<file path="src/sv/sdcb_pkg.sv">
`timescale 1ns / 1ps

package sdcb_pkg;

  // Default ring capacity in frames. It must be a power of two.
  localparam int unsigned CapacityFramesDefault = 1024;

  // Fixed widths of the sample path.
  localparam int unsigned SampleW = 24;
  localparam int unsigned StateW  = 26;
  localparam int unsigned CoefW   = 16;
  localparam int unsigned ProdW   = CoefW + 1 + StateW;
  localparam int unsigned SumW    = 28;

  // Reset value of the pole coefficient, about 0.99786 in unsigned Q0.16.
  localparam logic [CoefW-1:0] PoleCoefReset = 16'd65396;

  // Depth of the queue between the front and back parts. It must be a power of two.
  localparam int unsigned QueueDepth = 2;

  // Command codes on the input channel.
  typedef enum logic {
    CMD_WRITE = 1'b0,
    CMD_READ  = 1'b1
  } cmd_e;

  // Result status codes. The front part also uses them to classify each item.
  typedef enum logic [1:0] {
    ST_WRITTEN = 2'd0,
    ST_DROPPED = 2'd1,
    ST_READ    = 2'd2,
    ST_EMPTY   = 2'd3
  } status_e;

  // Classified item as it travels from the front part to the back part.
  typedef struct packed {
    status_e                    op;
    logic signed [SampleW-1:0]  left;
    logic signed [SampleW-1:0]  right;
  } sdcb_item_t;

  // Filter sum x - x_prev + round(R * y_prev / 2^16), rounding half up.
  function automatic logic signed [SumW-1:0] dcb_sum(
      input logic signed [SampleW-1:0] x,
      input logic signed [SampleW-1:0] xp,
      input logic signed [ProdW-1:0]   prod);
    logic signed [ProdW-1:0] rnd;
    logic signed [ProdW-1:0] shf;
    rnd = prod + signed'({{(ProdW-17){1'b0}}, 17'h08000});
    shf = rnd >>> 16;
    return SumW'(x) - SumW'(xp) + signed'(shf[SumW-1:0]);
  endfunction

  // Saturate a filter sum to the stored sample range.
  function automatic logic signed [SampleW-1:0] dcb_sat_sample(
      input logic signed [SumW-1:0] s);
    logic signed [SampleW-1:0] r;
    if (s[SumW-1:SampleW-1] == '0 || s[SumW-1:SampleW-1] == '1) begin
      r = s[SampleW-1:0];
    end else if (s[SumW-1]) begin
      r = {1'b1, {(SampleW-1){1'b0}}};
    end else begin
      r = {1'b0, {(SampleW-1){1'b1}}};
    end
    return r;
  endfunction

  // Saturate a filter sum to the feedback state range.
  function automatic logic signed [StateW-1:0] dcb_sat_state(
      input logic signed [SumW-1:0] s);
    logic signed [StateW-1:0] r;
    if (s[SumW-1:StateW-1] == '0 || s[SumW-1:StateW-1] == '1) begin
      r = s[StateW-1:0];
    end else if (s[SumW-1]) begin
      r = {1'b1, {(StateW-1){1'b0}}};
    end else begin
      r = {1'b0, {(StateW-1){1'b1}}};
    end
    return r;
  endfunction

endpackage

</file>
<file path="src/sv/sdcb_front.sv">
`timescale 1ns / 1ps

module sdcb_front import sdcb_pkg::*; #(
  parameter int unsigned CapacityFrames = CapacityFramesDefault,
  localparam int unsigned IdxW = $clog2(CapacityFrames),
  localparam int unsigned CntW = IdxW + 1
) (
  input  logic                      clk_i,
  input  logic                      rst_ni,
  input  logic                      in_valid_i,
  output logic                      in_ready_o,
  input  logic                      cmd_i,
  input  logic signed [SampleW-1:0] left_in_i,
  input  logic signed [SampleW-1:0] right_in_i,
  input  logic                      q_full_i,
  output logic                      push_o,
  output sdcb_item_t                item_o,
  output logic [IdxW-1:0]           addr_o,
  output logic [CntW-1:0]           fill_o
);

  localparam logic [CntW-1:0] FullCnt = CntW'(CapacityFrames);

  logic [CntW-1:0] wr_ptr_q, wr_ptr_d;
  logic [CntW-1:0] rd_ptr_q, rd_ptr_d;
  logic [CntW-1:0] fill_now;
  logic            accept;

  // A beat is taken whenever the queue has room.
  assign in_ready_o = !q_full_i;
  assign accept     = in_valid_i && in_ready_o;
  assign push_o     = accept;
  assign fill_now   = wr_ptr_q - rd_ptr_q;

  // Classify the beat against the ring and advance the matching pointer.
  always_comb begin
    wr_ptr_d     = wr_ptr_q;
    rd_ptr_d     = rd_ptr_q;
    item_o.left  = left_in_i;
    item_o.right = right_in_i;
    addr_o       = wr_ptr_q[IdxW-1:0];
    if (cmd_i == CMD_WRITE) begin
      if (fill_now == FullCnt) begin
        item_o.op = ST_DROPPED;
      end else begin
        item_o.op = ST_WRITTEN;
        wr_ptr_d  = wr_ptr_q + 1'b1;
      end
    end else begin
      addr_o = rd_ptr_q[IdxW-1:0];
      if (fill_now == '0) begin
        item_o.op = ST_EMPTY;
      end else begin
        item_o.op = ST_READ;
        rd_ptr_d  = rd_ptr_q + 1'b1;
      end
    end
    fill_o = wr_ptr_d - rd_ptr_d;
  end

  // Pointers run free modulo twice the capacity.
  always_ff @(posedge clk_i or negedge rst_ni) begin
    if (!rst_ni) begin
      wr_ptr_q <= '0;
      rd_ptr_q <= '0;
    end else if (accept) begin
      wr_ptr_q <= wr_ptr_d;
      rd_ptr_q <= rd_ptr_d;
    end
  end

endmodule

</file>
<file path="config.mk">
export PLATFORM = sky130hd
export DESIGN_NAME = sdcb_front
export DESIGN_NICKNAME = d
export VERILOG_FILES = /design/src/sv/sdcb_pkg.sv /design/src/sv/sdcb_front.sv
export SDC_FILE = /design/constraint.sdc
export NUM_CORES = 1
export LEC_CHECK = 0
export ABC_AREA = 1
export BUFFER_PORTS_ARGS = -buffer_cell sky130_fd_sc_hd__buf_2
export CAP_MARGIN = 0
export CORE_MARGIN = 2
export CORE_UTILIZATION = 50
export CTS_CLUSTER_SIZE = 12
export DETAILED_ROUTE_END_ITERATION = 10
export GPL_TIMING_DRIVEN = 0
export PLACE_DENSITY_LB_ADDON = 0.15
export SYNTH_ARGS = -nofsm -noshare
export SYNTH_HDL_FRONTEND = slang
export SYNTH_SLANG_ARGS = --single-unit
</file>
<file path="constraint.sdc">
create_clock -name clk_i -period 3.7 [get_ports clk_i]
set_clock_uncertainty 0.1 [all_clocks]
set_input_delay 0.185 -clock clk_i [delete_from_list [all_inputs] [get_ports clk_i]]
set_output_delay 0.185 -clock clk_i [all_outputs]
set_load 0.01 [all_outputs]
</file>
==> results.toml <==
[run_status]
status = "finished, violations left"
violations = "negative setup slack"

[power_and_ir_drop]
p_clk_share_pct = 6.6
p_leak_nw = 2.44
ir_drop_mv = 0.624
p_total_w = 0.00283
p_switching_w = 0.00145
swShare_pct = 51.2
p_int_w = 0.00138
combinationalPowerShare_pct = 81.3
power_density_nw_per_um2 = 623
seq_power_share_pct = 12.1

[synth]
synth.area.top_cells = "nand2_1 (18%), dfrtp_1 (18%), buf_4 (12%)"
yosysTopAreaCell = "nand2_1"
netlist-cell-type-count = 32
synthCells = 494
synth_fp_nets = 568
syn_area_um2 = 3120
synth_top_area_share_pct = 18.0
avgSynthCellArea_um2 = 6.31
synth_top_family_by_area = "simple AND/OR/NAND/NOR gates"
ys_seq_area_share_pct = 17.7
synth-simple-area-share_pct = 36.1
muxShareOfSynthArea_pct = 0
synth-xor-area-share_pct = 6.75
synth_warnings = 0
synth-compound-area-share_pct = 9.20
synth-seq-cells = 22
synth_fa_ha_area_share_pct = 8.67

[setup_path]
cp.arrival_ns = 3.56
reg2reg_slack_ns = 0.81
worstSetupPathType = "flip-flop to output port"
crit_top_cell = "nand2_1"
crit_slowest_cell = "dfrtp_1"
critPathMaxFanout = 5
cp_num_buf_inv = 5
max_stage_delay_ns = 0.42
worstPathRequired_ns = 3.41
path_cells = "inv_2, ha_4, nand2_1, nand2_1, a21oi_2, buf_4, nand4_1, nand2_2, nor2_4, nand3_4, nand2_8, buf_4, nor3_2, xor2_1, inv_1, ha_4, a21oi_2, nor2_1, a211oi_2, nand2_1, nand2_1, nand2_1, buf_2"
path_delay_family = "simple AND/OR/NAND/NOR gates"
crit_path_start_kind = "flip-flop"
cp-end-kind = "output port"

[clock_network]
cts_root_buffer = "clkbuf_8"
cts.htree.levels = 1
clk_pin_slew_ns = 0.09
clk_latency_ns = 0.28
cts_tree = "done"
cts_buffer_depth = 2
clock-sinks = 22
tritoncts.num_buffers = 3

[finish]
syn_to_final_growth_pct = 45.8
antenna_cells = 0
nets = 701
final_cells = 701
drive_above_1_share_pct = 48.6
postLayoutCoreUtil_pct = 76.3
n_fill_cell = 457
most-common-layout-cells = "nand2_1 (121), buf_4 (98), buf_2 (76)"
layout_commonest_cell = "nand2_1"

[job]
drv_cap = 0

[timing]
hold-worst-slack_ns = 0.304
worst_pin_slew_ns = 0.588
rsz0062_at_grt = "yes"
finalCriticalPeriod_ns = 3.84
finalCritPeriodShare_pct = 104
setup-violations-final = 6
worst_slack_ns = -0.144
tns_ns = -0.599
final-hold-violation-count = 0
fmax_ghz = 0.260
maxSlewHeadroom_pct = 60.8
drv_slew = 0

[route]
vias_per_cell = 5.30
num_vias = 3712
initialDrtViolationCount = 178
drt-total-wl_um = 10100
ant_nets = 0
drtPass1Iterations = 4
wl_per_cell_um = 14.3
drcViolationCount = 0

[die]
io_pins = 126
rows = 28
die_area_um2 = 6880
dieWidth_um = 82.9
core_area_um2 = 5960
dieHeight_um = 82.9
start_util_pct = 52.3

[place]
io_buffers = 76
hpwl_um = 6400
place_inst = 645
globalplace.congestion = 0.878

[hold_path]
hp-class = "input port to asynchronous set/reset pin"

[global_route]
grt-ovfl-total = 0
grt_first_pass_wirelength_um = 14300
grt_pass1_vias = 3234
grt_usage_pct = 24.7
grt_max_degree = 23
antenna_found_initial = 0
## Yosys cell counts (all sizes together)
master	n
clkinv	2
xor2	21
a211oi	1
ha	20
fa	1
nor3	7
buf	49
inv	72
or2	1
nand2	159
o21bai	5
nor4	2
nand3	41
clkbuf	7
xnor2	3
nor2	26
o21ai	36
dfrtp	22
nand4	9
a21oi	10
## stage by stage
step | instance area [um^2] | setup slack, ns
after floorplan | 3120 | 0.229
after global placement | 3590 | -0.319
after detailed placement | 3590 | -0.395
after CTS | 4200 | -0.0469
after global routing | 4540 | -0.377
final | 4540 | -0.144
## repair_timing
action | 4_1_cts | 5_1_grt
gates resized for setup | 66 | 51
endpoints found under the hold margin | 22 | 0
endpoints found under the setup margin | 10 | 8
pin swaps | 20 | 25
buffers inserted | 34 | 18
hold buffers | 1 | 0
## power groups by stage
stage / registers [W] / logic, W / clock network [W]
detailed placement: 0.000358 / 0.00155 / 0
CTS: 0.000338 / 0.00196 / 0.000182
global route: 0.000347 / 0.00252 / 0.000191
finish: 0.000343 / 0.00230 / 0.000187
floorplan: 0.000342 / 0.00120 / 0
global placement: 0.000357 / 0.00153 / 0
## final timing paths
| kind | start | to | cells after the start |
|---|---|---|---|
| max in group asynchronous | rst_ni | rd_ptr_q[8]$_DFFE_PN0P_ | 2 |
| min in group clk_i | in_valid_i | wr_ptr_q[2]$_DFFE_PN0P_ | 5 |
| hold reg to reg | rd_ptr_q[10]$_DFFE_PN0P_ | rd_ptr_q[10]$_DFFE_PN0P_ | 2 |
| setup / recovery | rd_ptr_q[6]$_DFFE_PN0P_ | fill_o[9] | 23 |
| hold / removal | rst_ni | rd_ptr_q[1]$_DFFE_PN0P_ | 2 |
| setup reg to reg | rd_ptr_q[6]$_DFFE_PN0P_ | rd_ptr_q[6]$_DFFE_PN0P_ | 19 |
## cell families (layout without fill, tap and decap cells)
kind of cell,after synthesis,in the layout
compound gates,52,52
flops,22,22
simple gates,245,245
buf+inv,130,262
fa+ha+maj,21,21
xor+xnor,24,24
## final cells by class
class	instances	area, um^2	area share, %
Tap cell	75	93.8	2.07
Multi-Input combinational cell	342	2380	52.4
Sequential cell	22	558	12.3
Buffer	56	394	8.68
Inverter	74	280	6.17
Clock buffer	4	55.1	1.21
Timing Repair Buffer	128	781	17.2
## registers in the layout, summed over array words and instances, names as in the netlist
signal / flops
rd_ptr_q: 11
wr_ptr_q: 11
## metal layers
layer	vias to the layer above	GRT usage, %	part of all wire (%)
li1	1764	-	-
met2	202	45.6	51
met4	0	8.05	3.3
met5	-	0	0
met3	34	1.79	8.0
met1	1712	30.1	38
Power figures use the tool's default switching activity.
