### config.mk
export PLATFORM = sky130hd
export DESIGN_NAME = sdcb_queue
export DESIGN_NICKNAME = d
export VERILOG_FILES = /design/src/sv/sdcb_pkg.sv /design/src/sv/sdcb_queue.sv
export SDC_FILE = /design/constraint.sdc
export NUM_CORES = 1
export LEC_CHECK = 0
export ABC_AREA = 1
export BUFFER_PORTS_ARGS = -buffer_cell sky130_fd_sc_hd__buf_2
export CAP_MARGIN = 20
export CORE_UTILIZATION = 40
export CTS_BUF_LIST = sky130_fd_sc_hd__clkbuf_8
export DETAILED_ROUTE_END_ITERATION = 8
export MAX_ROUTING_LAYER = met4
export PLACE_DENSITY = 0.61
export SYNTH_ARGS = -nofsm -noshare
export SYNTH_HDL_FRONTEND = slang
export SYNTH_SLANG_ARGS = --single-unit
### constraint.sdc
create_clock -name clk_i -period 1.59 [get_ports clk_i]
set_input_delay 0.2385 -clock clk_i [delete_from_list [all_inputs] [get_ports clk_i]]
set_output_delay 0.2385 -clock clk_i [all_outputs]
set_load 0.02 [all_outputs]
### src/sv/sdcb_pkg.sv
`timescale 1ns / 1ps

package sdcb_pkg;

  // Default ring capacity in frames. It must be a power of two.
  localparam int unsigned CapacityFramesDefault = 1024;

  // Fixed widths of the sample path.
  localparam int unsigned SampleW = 24;
  localparam int unsigned StateW  = 26;
  localparam int unsigned CoefW   = 16;
  localparam int unsigned ProdW   = CoefW + 1 + StateW;
  localparam int unsigned SumW    = 28;

  // Reset value of the pole coefficient, about 0.99786 in unsigned Q0.16.
  localparam logic [CoefW-1:0] PoleCoefReset = 16'd65396;

  // Depth of the queue between the front and back parts. It must be a power of two.
  localparam int unsigned QueueDepth = 2;

  // Command codes on the input channel.
  typedef enum logic {
    CMD_WRITE = 1'b0,
    CMD_READ  = 1'b1
  } cmd_e;

  // Result status codes. The front part also uses them to classify each item.
  typedef enum logic [1:0] {
    ST_WRITTEN = 2'd0,
    ST_DROPPED = 2'd1,
    ST_READ    = 2'd2,
    ST_EMPTY   = 2'd3
  } status_e;

  // Classified item as it travels from the front part to the back part.
  typedef struct packed {
    status_e                    op;
    logic signed [SampleW-1:0]  left;
    logic signed [SampleW-1:0]  right;
  } sdcb_item_t;

  // Filter sum x - x_prev + round(R * y_prev / 2^16), rounding half up.
  function automatic logic signed [SumW-1:0] dcb_sum(
      input logic signed [SampleW-1:0] x,
      input logic signed [SampleW-1:0] xp,
      input logic signed [ProdW-1:0]   prod);
    logic signed [ProdW-1:0] rnd;
    logic signed [ProdW-1:0] shf;
    rnd = prod + signed'({{(ProdW-17){1'b0}}, 17'h08000});
    shf = rnd >>> 16;
    return SumW'(x) - SumW'(xp) + signed'(shf[SumW-1:0]);
  endfunction

  // Saturate a filter sum to the stored sample range.
  function automatic logic signed [SampleW-1:0] dcb_sat_sample(
      input logic signed [SumW-1:0] s);
    logic signed [SampleW-1:0] r;
    if (s[SumW-1:SampleW-1] == '0 || s[SumW-1:SampleW-1] == '1) begin
      r = s[SampleW-1:0];
    end else if (s[SumW-1]) begin
      r = {1'b1, {(SampleW-1){1'b0}}};
    end else begin
      r = {1'b0, {(SampleW-1){1'b1}}};
    end
    return r;
  endfunction

  // Saturate a filter sum to the feedback state range.
  function automatic logic signed [StateW-1:0] dcb_sat_state(
      input logic signed [SumW-1:0] s);
    logic signed [StateW-1:0] r;
    if (s[SumW-1:StateW-1] == '0 || s[SumW-1:StateW-1] == '1) begin
      r = s[StateW-1:0];
    end else if (s[SumW-1]) begin
      r = {1'b1, {(StateW-1){1'b0}}};
    end else begin
      r = {1'b0, {(StateW-1){1'b1}}};
    end
    return r;
  endfunction

endpackage

### src/sv/sdcb_queue.sv
`timescale 1ns / 1ps

module sdcb_queue import sdcb_pkg::*; #(
  parameter int unsigned DataW = 8
) (
  input  logic             clk_i,
  input  logic             rst_ni,
  input  logic             push_i,
  input  logic [DataW-1:0] data_i,
  output logic             full_o,
  input  logic             pop_i,
  output logic             valid_o,
  output logic [DataW-1:0] data_o
);

  localparam int unsigned PtrW = $clog2(QueueDepth);
  localparam logic [PtrW:0] DepthCnt = (PtrW + 1)'(QueueDepth);

  logic [DataW-1:0] slot_q [QueueDepth];
  logic [PtrW-1:0]  wr_ptr_q;
  logic [PtrW-1:0]  rd_ptr_q;
  logic [PtrW:0]    count_q;
  logic             do_push;
  logic             do_pop;

  assign full_o  = (count_q == DepthCnt);
  assign valid_o = (count_q != '0);
  assign data_o  = slot_q[rd_ptr_q];
  assign do_push = push_i && !full_o;
  assign do_pop  = pop_i && valid_o;

  // Occupancy and pointers.
  always_ff @(posedge clk_i or negedge rst_ni) begin
    if (!rst_ni) begin
      wr_ptr_q <= '0;
      rd_ptr_q <= '0;
      count_q  <= '0;
    end else begin
      if (do_push) begin
        wr_ptr_q <= wr_ptr_q + 1'b1;
      end
      if (do_pop) begin
        rd_ptr_q <= rd_ptr_q + 1'b1;
      end
      if (do_push && !do_pop) begin
        count_q <= count_q + 1'b1;
      end else if (do_pop && !do_push) begin
        count_q <= count_q - 1'b1;
      end
    end
  end

  // Entry storage.
  always_ff @(posedge clk_i) begin
    if (do_push) begin
      slot_q[wr_ptr_q] <= data_i;
    end
  end

endmodule

==> summary.md, run 1 <==
| Metric | Value |
|---|---|
| First-pass GRT wire length | 1920 µm |
| Worst slew margin | 78.9% |
| Pre-CTS WS | 214 ps |
| EDFF count, synth | 16 |
| Lkg Pwr | 0.000483 µW |
| TritonCTS clock tree | done |
| Initial cell density of the core | 42.5% |
| Required time worst endpoint | 1350 ps |
| Routability congestion estimate | 0.814 |
| Post-synth top area cell | edfxtp_1 |
| Commonest cells in the netlist | 32 x nand2_1, 16 x edfxtp_1, 6 x inv_1 |
| Fin Setup TNS | 0 ps |
| Worst vdd ir | 0.759 mV |
| Worst Hold Launch | data_i[4] |
| Fin. Hold Viols | 0 |
| Critical Path Start Type | register |
| Sequential fraction of the synthesis area | 69.7% |
| Final setup viols | 0 |
| Worst Setup SP | rd_ptr_q |
| WP data arrival | 1210 ps |
| Pwr dens | 1870 nW/µm² |
| Synth unique cells | 15 |
| Area fraction of the dominant cell type after synthesis | 57.7% |
| Worst Path Class, Setup | reg2out |
| Drt first-iter violations | 6 |
| Synthesized net count | 86 |
| Fmax | 692 MHz |
| Share of layout cells above drive strength 1 | 34.0% |
| HP Class | in2reg |
| Worst setup margin | 144 ps |
| Unrepaired setup endpoints after global routing | false |
| Row count | 16 |
| Post-layout min period | 1450 ps |
| GRT Util Overall | 13.5% |
| Worst Max-Slew Pin Slew | 317 ps |
| Mapped Avg Cell Area | 11.4 µm² |
| P&R area growth vs syn | 22.8% |
| FILL cells | 196 |
| Wire length per cell | 10.9 µm |
| Post-synth ARST share | 20.0% |
| Most used flip-flop cell after synthesis | edfxtp_1 |
| Status | finished clean |
| WHS Endpoint | slot_q[1][4] |
| Number of H-tree levels | 1 |
| Reg2reg path depth | 7 |
| R2R Path End | count_q[1] |
| Hold Path Depth | 1 |
| Post-Syn Instances | 73 |
| Largest net degree at the start of global routing | 12 |
| Yosys reg bits | 20 |
| Top-count cell post-synth | nand2_1 |
| Die footprint | 2270 µm² |
| Diode count | 0 |
| Kind of end point of the critical path | output port |
| Worst hold margin | 179 ps |
| Setup Fix Bufs, Post-CTS | 0 |
| Vias | 573 |
| Maximum fanout along the worst path | 10 |
| Clk root buf | clkbuf_8 |
| Sink Count | 20 |
| Pins Over Slew Limit | 0 |
| CTS max path bufs | 2 |
| Total CTS buffers | 3 |
| Clock skew | 1.05 ps |
| Final instance area | 1020 µm² |
| R2R setup slack | 200 ps |
| Post-Place Cell Area | 967 µm² |
| Synth Warn # | 0 |
| Final ANT Viol Nets | 0 |
| WL final | 1380 µm |
| Clock Pin Slew Worst Setup and Hold Paths | 70 ps |
| Synth top area cells | edfxtp_1 58%, nand2_1 14%, dfrtp_1 12% |
| GRT overflow | 0 |
| Final #Nets | 114 |
| DR pass1 iterations | 4 |
| Post-Syn Area | 833 µm² |
| FF-to-FF Start | count_q[0] |
| Max-Cap Viols | 0 |
| Die Span X | 47.6 µm |
| Number of global-route vias before repair | 467 |
| Clk Latency, worst-skew pair | 250 ps |
| Core area | 1960 µm² |
| Die height | 47.6 µm |
| IO Pins | 22 |
| Period utilisation layout | 90.9% |
| Port Buffers | 21 |
| DRC errors left | 0 |
| Routed vias/inst | 4.51 |
| Antenna violations before repair | 0 |
-- stage by stage --
| stage | power [µW] | utilization, % | cells |
|---|---|---|---|
| global route | 2070 | 52.2 | 127 |
| global placement | 1590 | 49.3 | 122 |
| CTS | 1930 | 52.1 | 127 |
| detailed placement | 1610 | 49.3 | 122 |
| finish | 1910 | 52.2 | 127 |
| floorplan | 1400 | - | 73 |
-- metal layers --
layer | global-route usage, % | vias up | share of wire (%)
met5 | - | - | 0
met4 | 5.00 | 0 | 0
met3 | 3.77 | 0 | 4.3
met2 | 21.1 | 14 | 53
met1 | 16.9 | 271 | 43
li1 | - | 288 | -
-- cell families after synthesis --
logic type	synth area share (%)
AND/OR/NAND/NOR	21.2
flip-flops	69.7
buffers and inverters	6.01
AO/OA/AOI/OAI	0.600
XOR/XNOR	1.05
adder cells (fa/ha/maj)	1.50
-- timing repair --
action | CTS | global route
hold buffers | 1 | 0
gates resized for setup | 0 | 1
endpoints found under the setup margin | 0 | 6
endpoints found under the hold margin | 4 | 0
-- final cells by class --
cell class              instances  area [µm²]  share of cell area [%]
clock inverters                 1        3.75                   0.367
multi-input cells              44         203                    19.8
flip-flops and latches         20         582                    56.8
well taps                      27        33.8                    3.30
repair buffers                 24         130                    12.7
clock buffers                   3        41.3                    4.03
inverters                       8        30.0                    2.93
-- cells in the final DEF, fill, tap and decap left out --
cell	n
inv_2	2
dlygate4sd3_1	1
inv_1	6
xnor2_1	1
nand2_2	3
buf_2	21
clkinv_1	1
dfrtp_1	3
nor2_1	1
nand3_1	2
edfxtp_1	16
clkbuf_8	3
nand4_1	1
ha_1	1
o21ai_0	1
nor2_4	1
buf_4	2
dfrtp_2	1
nor2_2	1
nand2_1	32
-- worst max-delay path: stages, from the launching register on --
cell     delay (ps)
dfrtp_2         490
inv_2           170
nand2_1          80
nand2_1          70
buf_2           160
-- worst max-delay path by stage --
stage	to	slack, ps
after floorplan	count_q[1]	160
after global placement	count_q[1]	240
after detailed placement	count_q[1]	210
after CTS	data_o[1]	50
after global routing	data_o[1]	30
final	data_o[1]	140
-- state kept, by name (all words and copies together) (netlist names) --
| name | count |
|---|---|
| rd_ptr_q | 1 |
| slot_q | 16 |
| count_q | 2 |
| wr_ptr_q | 1 |
-- report_power, final --
| group | total (µW) | internal (µW) | switching (µW) |
|---|---|---|---|
| Combinational | 772 | 260 | 512 |
| Sequential | 824 | 731 | 93.0 |
| Clock | 317 | 171 | 146 |
| Total | 1910 | 1160 | 751 |
Note: power is estimated with default switching activity, not from simulation.
==> run 2, diff against run 1 <==
Settings changed: CORE_ASPECT_RATIO from default to 0.7, HOLD_SLACK_MARGIN from default to 0.12.
==> run 2 against run 1 <==
Effect of this change: die area increased by 0.14%; register-to-register slack improved by 20 ps; total power decreased by 0.69%; clock power increased by 3%; first-iteration DRC count increased by 83%; critical path type unchanged; highest routed layer is now met4; largest power group unchanged.
==> summary.md, run 2 (synthesis gave the netlist of run 1 again) <==
| Metric | Value |
|---|---|
| Port Buffers | 21 |
| Crit path buf inv count | 2 |
| Unrepaired setup endpoints after global routing | false |
| HP Class | in2reg |
| Period utilisation layout | 90.7% |
| Reg2reg path depth | 7 |
| Kind of end point of the critical path | output port |
| Max incr delay on CP | 490 ps |
| Diode count | 0 |
| Number of global-route vias before repair | 446 |
| WL final | 1360 µm |
| FILL cells | 187 |
| DR pass1 iterations | 4 |
| CTS max path bufs | 2 |
| Worst slew margin | 80.0% |
| Clock Pin Slew Worst Setup and Hold Paths | 70 ps |
| Clock skew | 2.36 ps |
| Routability congestion estimate | 0.758 |
| Routed vias/inst | 4.47 |
| Drt first-iter violations | 11 |
| Die footprint | 2270 µm² |
| FF-to-FF Start | count_q[0] |
| DRC errors left | 0 |
| Critical Path Most Common Cell | nand2_1 |
| Gate power share | 39.4% |
| Max-Cap Viols | 0 |
| Maximum fanout along the worst path | 10 |
| TritonCTS clock tree | done |
| Commonest non-fill, non-tap cells in the layout | 32 x nand2_1, 21 x buf_2, 16 x edfxtp_1 |
| Delay-heaviest family, CP | flip-flops |
| Lkg Pwr | 0.000478 µW |
| Clk root buf | clkbuf_8 |
| Slowest cell on crit path | dfrtp_2 |
| Fmax | 693 MHz |
| Final ANT Viol Nets | 0 |
| Overall power | 1900 µW |
| Worst-path cell chain | inv_2, nand2_1, nand2_1, buf_2 |
| Core area | 1900 µm² |
| GRT Util Overall | 15.0% |
| Post-layout min period | 1440 ps |
| Post-Route Utilization | 53.1% |
| Final #Nets | 113 |
| Worst Max-Slew Pin Slew | 297 ps |
| Largest net degree at the start of global routing | 12 |
| Worst vdd ir | 0.913 mV |
| Die height | 40.2 µm |
| Worst Path Class, Setup | reg2out |
| Total CTS buffers | 3 |
| P&R area growth vs syn | 21.2% |
| Initial cell density of the core | 43.8% |
| Clk pwr share | 17.2% |
| Required time worst endpoint | 1350 ps |
| Worst Hold Launch | data_i[3] |
| Hold Path Depth | 1 |
| WP data arrival | 1200 ps |
| FF+latch area | 582 µm² |
| Pwr dens | 1880 nW/µm² |
| Antenna violations before repair | 0 |
| Number of H-tree levels | 1 |
| Seq pwr share | 43.5% |
| R2R setup slack | 220 ps |
| Sink Count | 20 |
| Int Pwr | 1150 µW |
| Largest registers | slot_q (16), count_q (2) |
| Clk Latency, worst-skew pair | 260 ps |
| Most common cell after layout, fill and taps aside | nand2_1 |
| Critical Path Start Type | register |
| Fin. Hold Viols | 0 |
| Vias | 541 |
| Fin Setup TNS | 0 ps |
| First-pass GRT wire length | 2100 µm |
| Net switching power | 747 µW |
| Row count | 13 |
| Share of layout cells above drive strength 1 | 33.3% |
| IO Pins | 22 |
| Post-DP HPWL | 1020 µm |
| Multi-input gate area | 203 µm² |
| Net Sw Frac | 39.3% |
| Largest register FFs | 16 |
| Die Span X | 56.6 µm |
| Pins Over Slew Limit | 0 |
| WHS Endpoint | slot_q[0][3] |
| Wire length per cell | 11.2 µm |
| R2R Path End | count_q[1] |
| Final setup viols | 0 |
| Reg with most FFs | slot_q |
| GRT overflow | 0 |
| Status | finished clean |
-- run 2: layout make-up --
type	instances	share of cell area [%]
Sequential cell	20	57.6
Multi-Input combinational cell	44	20.1
Timing Repair Buffer	23	12.1
Clock buffer	3	4.09
Inverter	8	2.97
Tap cell	22	2.73
Clock inverter	1	0.372
-- run 2: metal layers --
layer | share of wire (%) | track usage (%) | vias to the layer above
met5 | 0 | - | -
met4 | 2.6 | 11.0 | 0
met3 | 6.3 | 6.13 | 5
met2 | 41 | 20.3 | 19
met1 | 50 | 18.2 | 231
li1 | - | - | 286
-- run 2: worst max path at each step --
stage | from | endpoint | slack [ps] | depth (start not counted)
2_1_floorplan | count_q[0] | count_q[1] | 160 | 7
3_3_place_gp | count_q[0] | count_q[1] | 240 | 7
3_5_place_dp | count_q[0] | count_q[1] | 230 | 7
4_1_cts | rd_ptr_q | data_o[7] | 40 | 4
5_1_grt | rd_ptr_q | data_o[7] | 70 | 4
6_report | rd_ptr_q | data_o[7] | 150 | 4
-- run 2: metrics by stage --
stage	instance area [µm²]	hold slack (ps)	cells	worst slack [ps]
3_5_place_dp	953	52.4	116	227
5_1_grt	1010	167	121	68.4
4_1_cts	1010	164	121	44.6
6_report	1010	171	121	148
3_3_place_gp	953	53.3	116	242
2_1_floorplan	833	-57.1	73	159
-- run 2: power by group through the flow --
stage | clock (µW) | combinational (µW) | sequential, µW
5_1_grt | 361 | 847 | 844
2_1_floorplan | 0 | 610 | 791
4_1_cts | 342 | 760 | 823
3_3_place_gp | 0 | 746 | 833
3_5_place_dp | 0 | 756 | 835
6_report | 326 | 748 | 826
-- run 2: what timing repair did --
item                                    CTS  global route
gates resized for setup                   0             1
endpoints found under the setup margin    0             3
setup buffers                             0             0
hold endpoints to repair                  4             0
hold buffers                              1             0
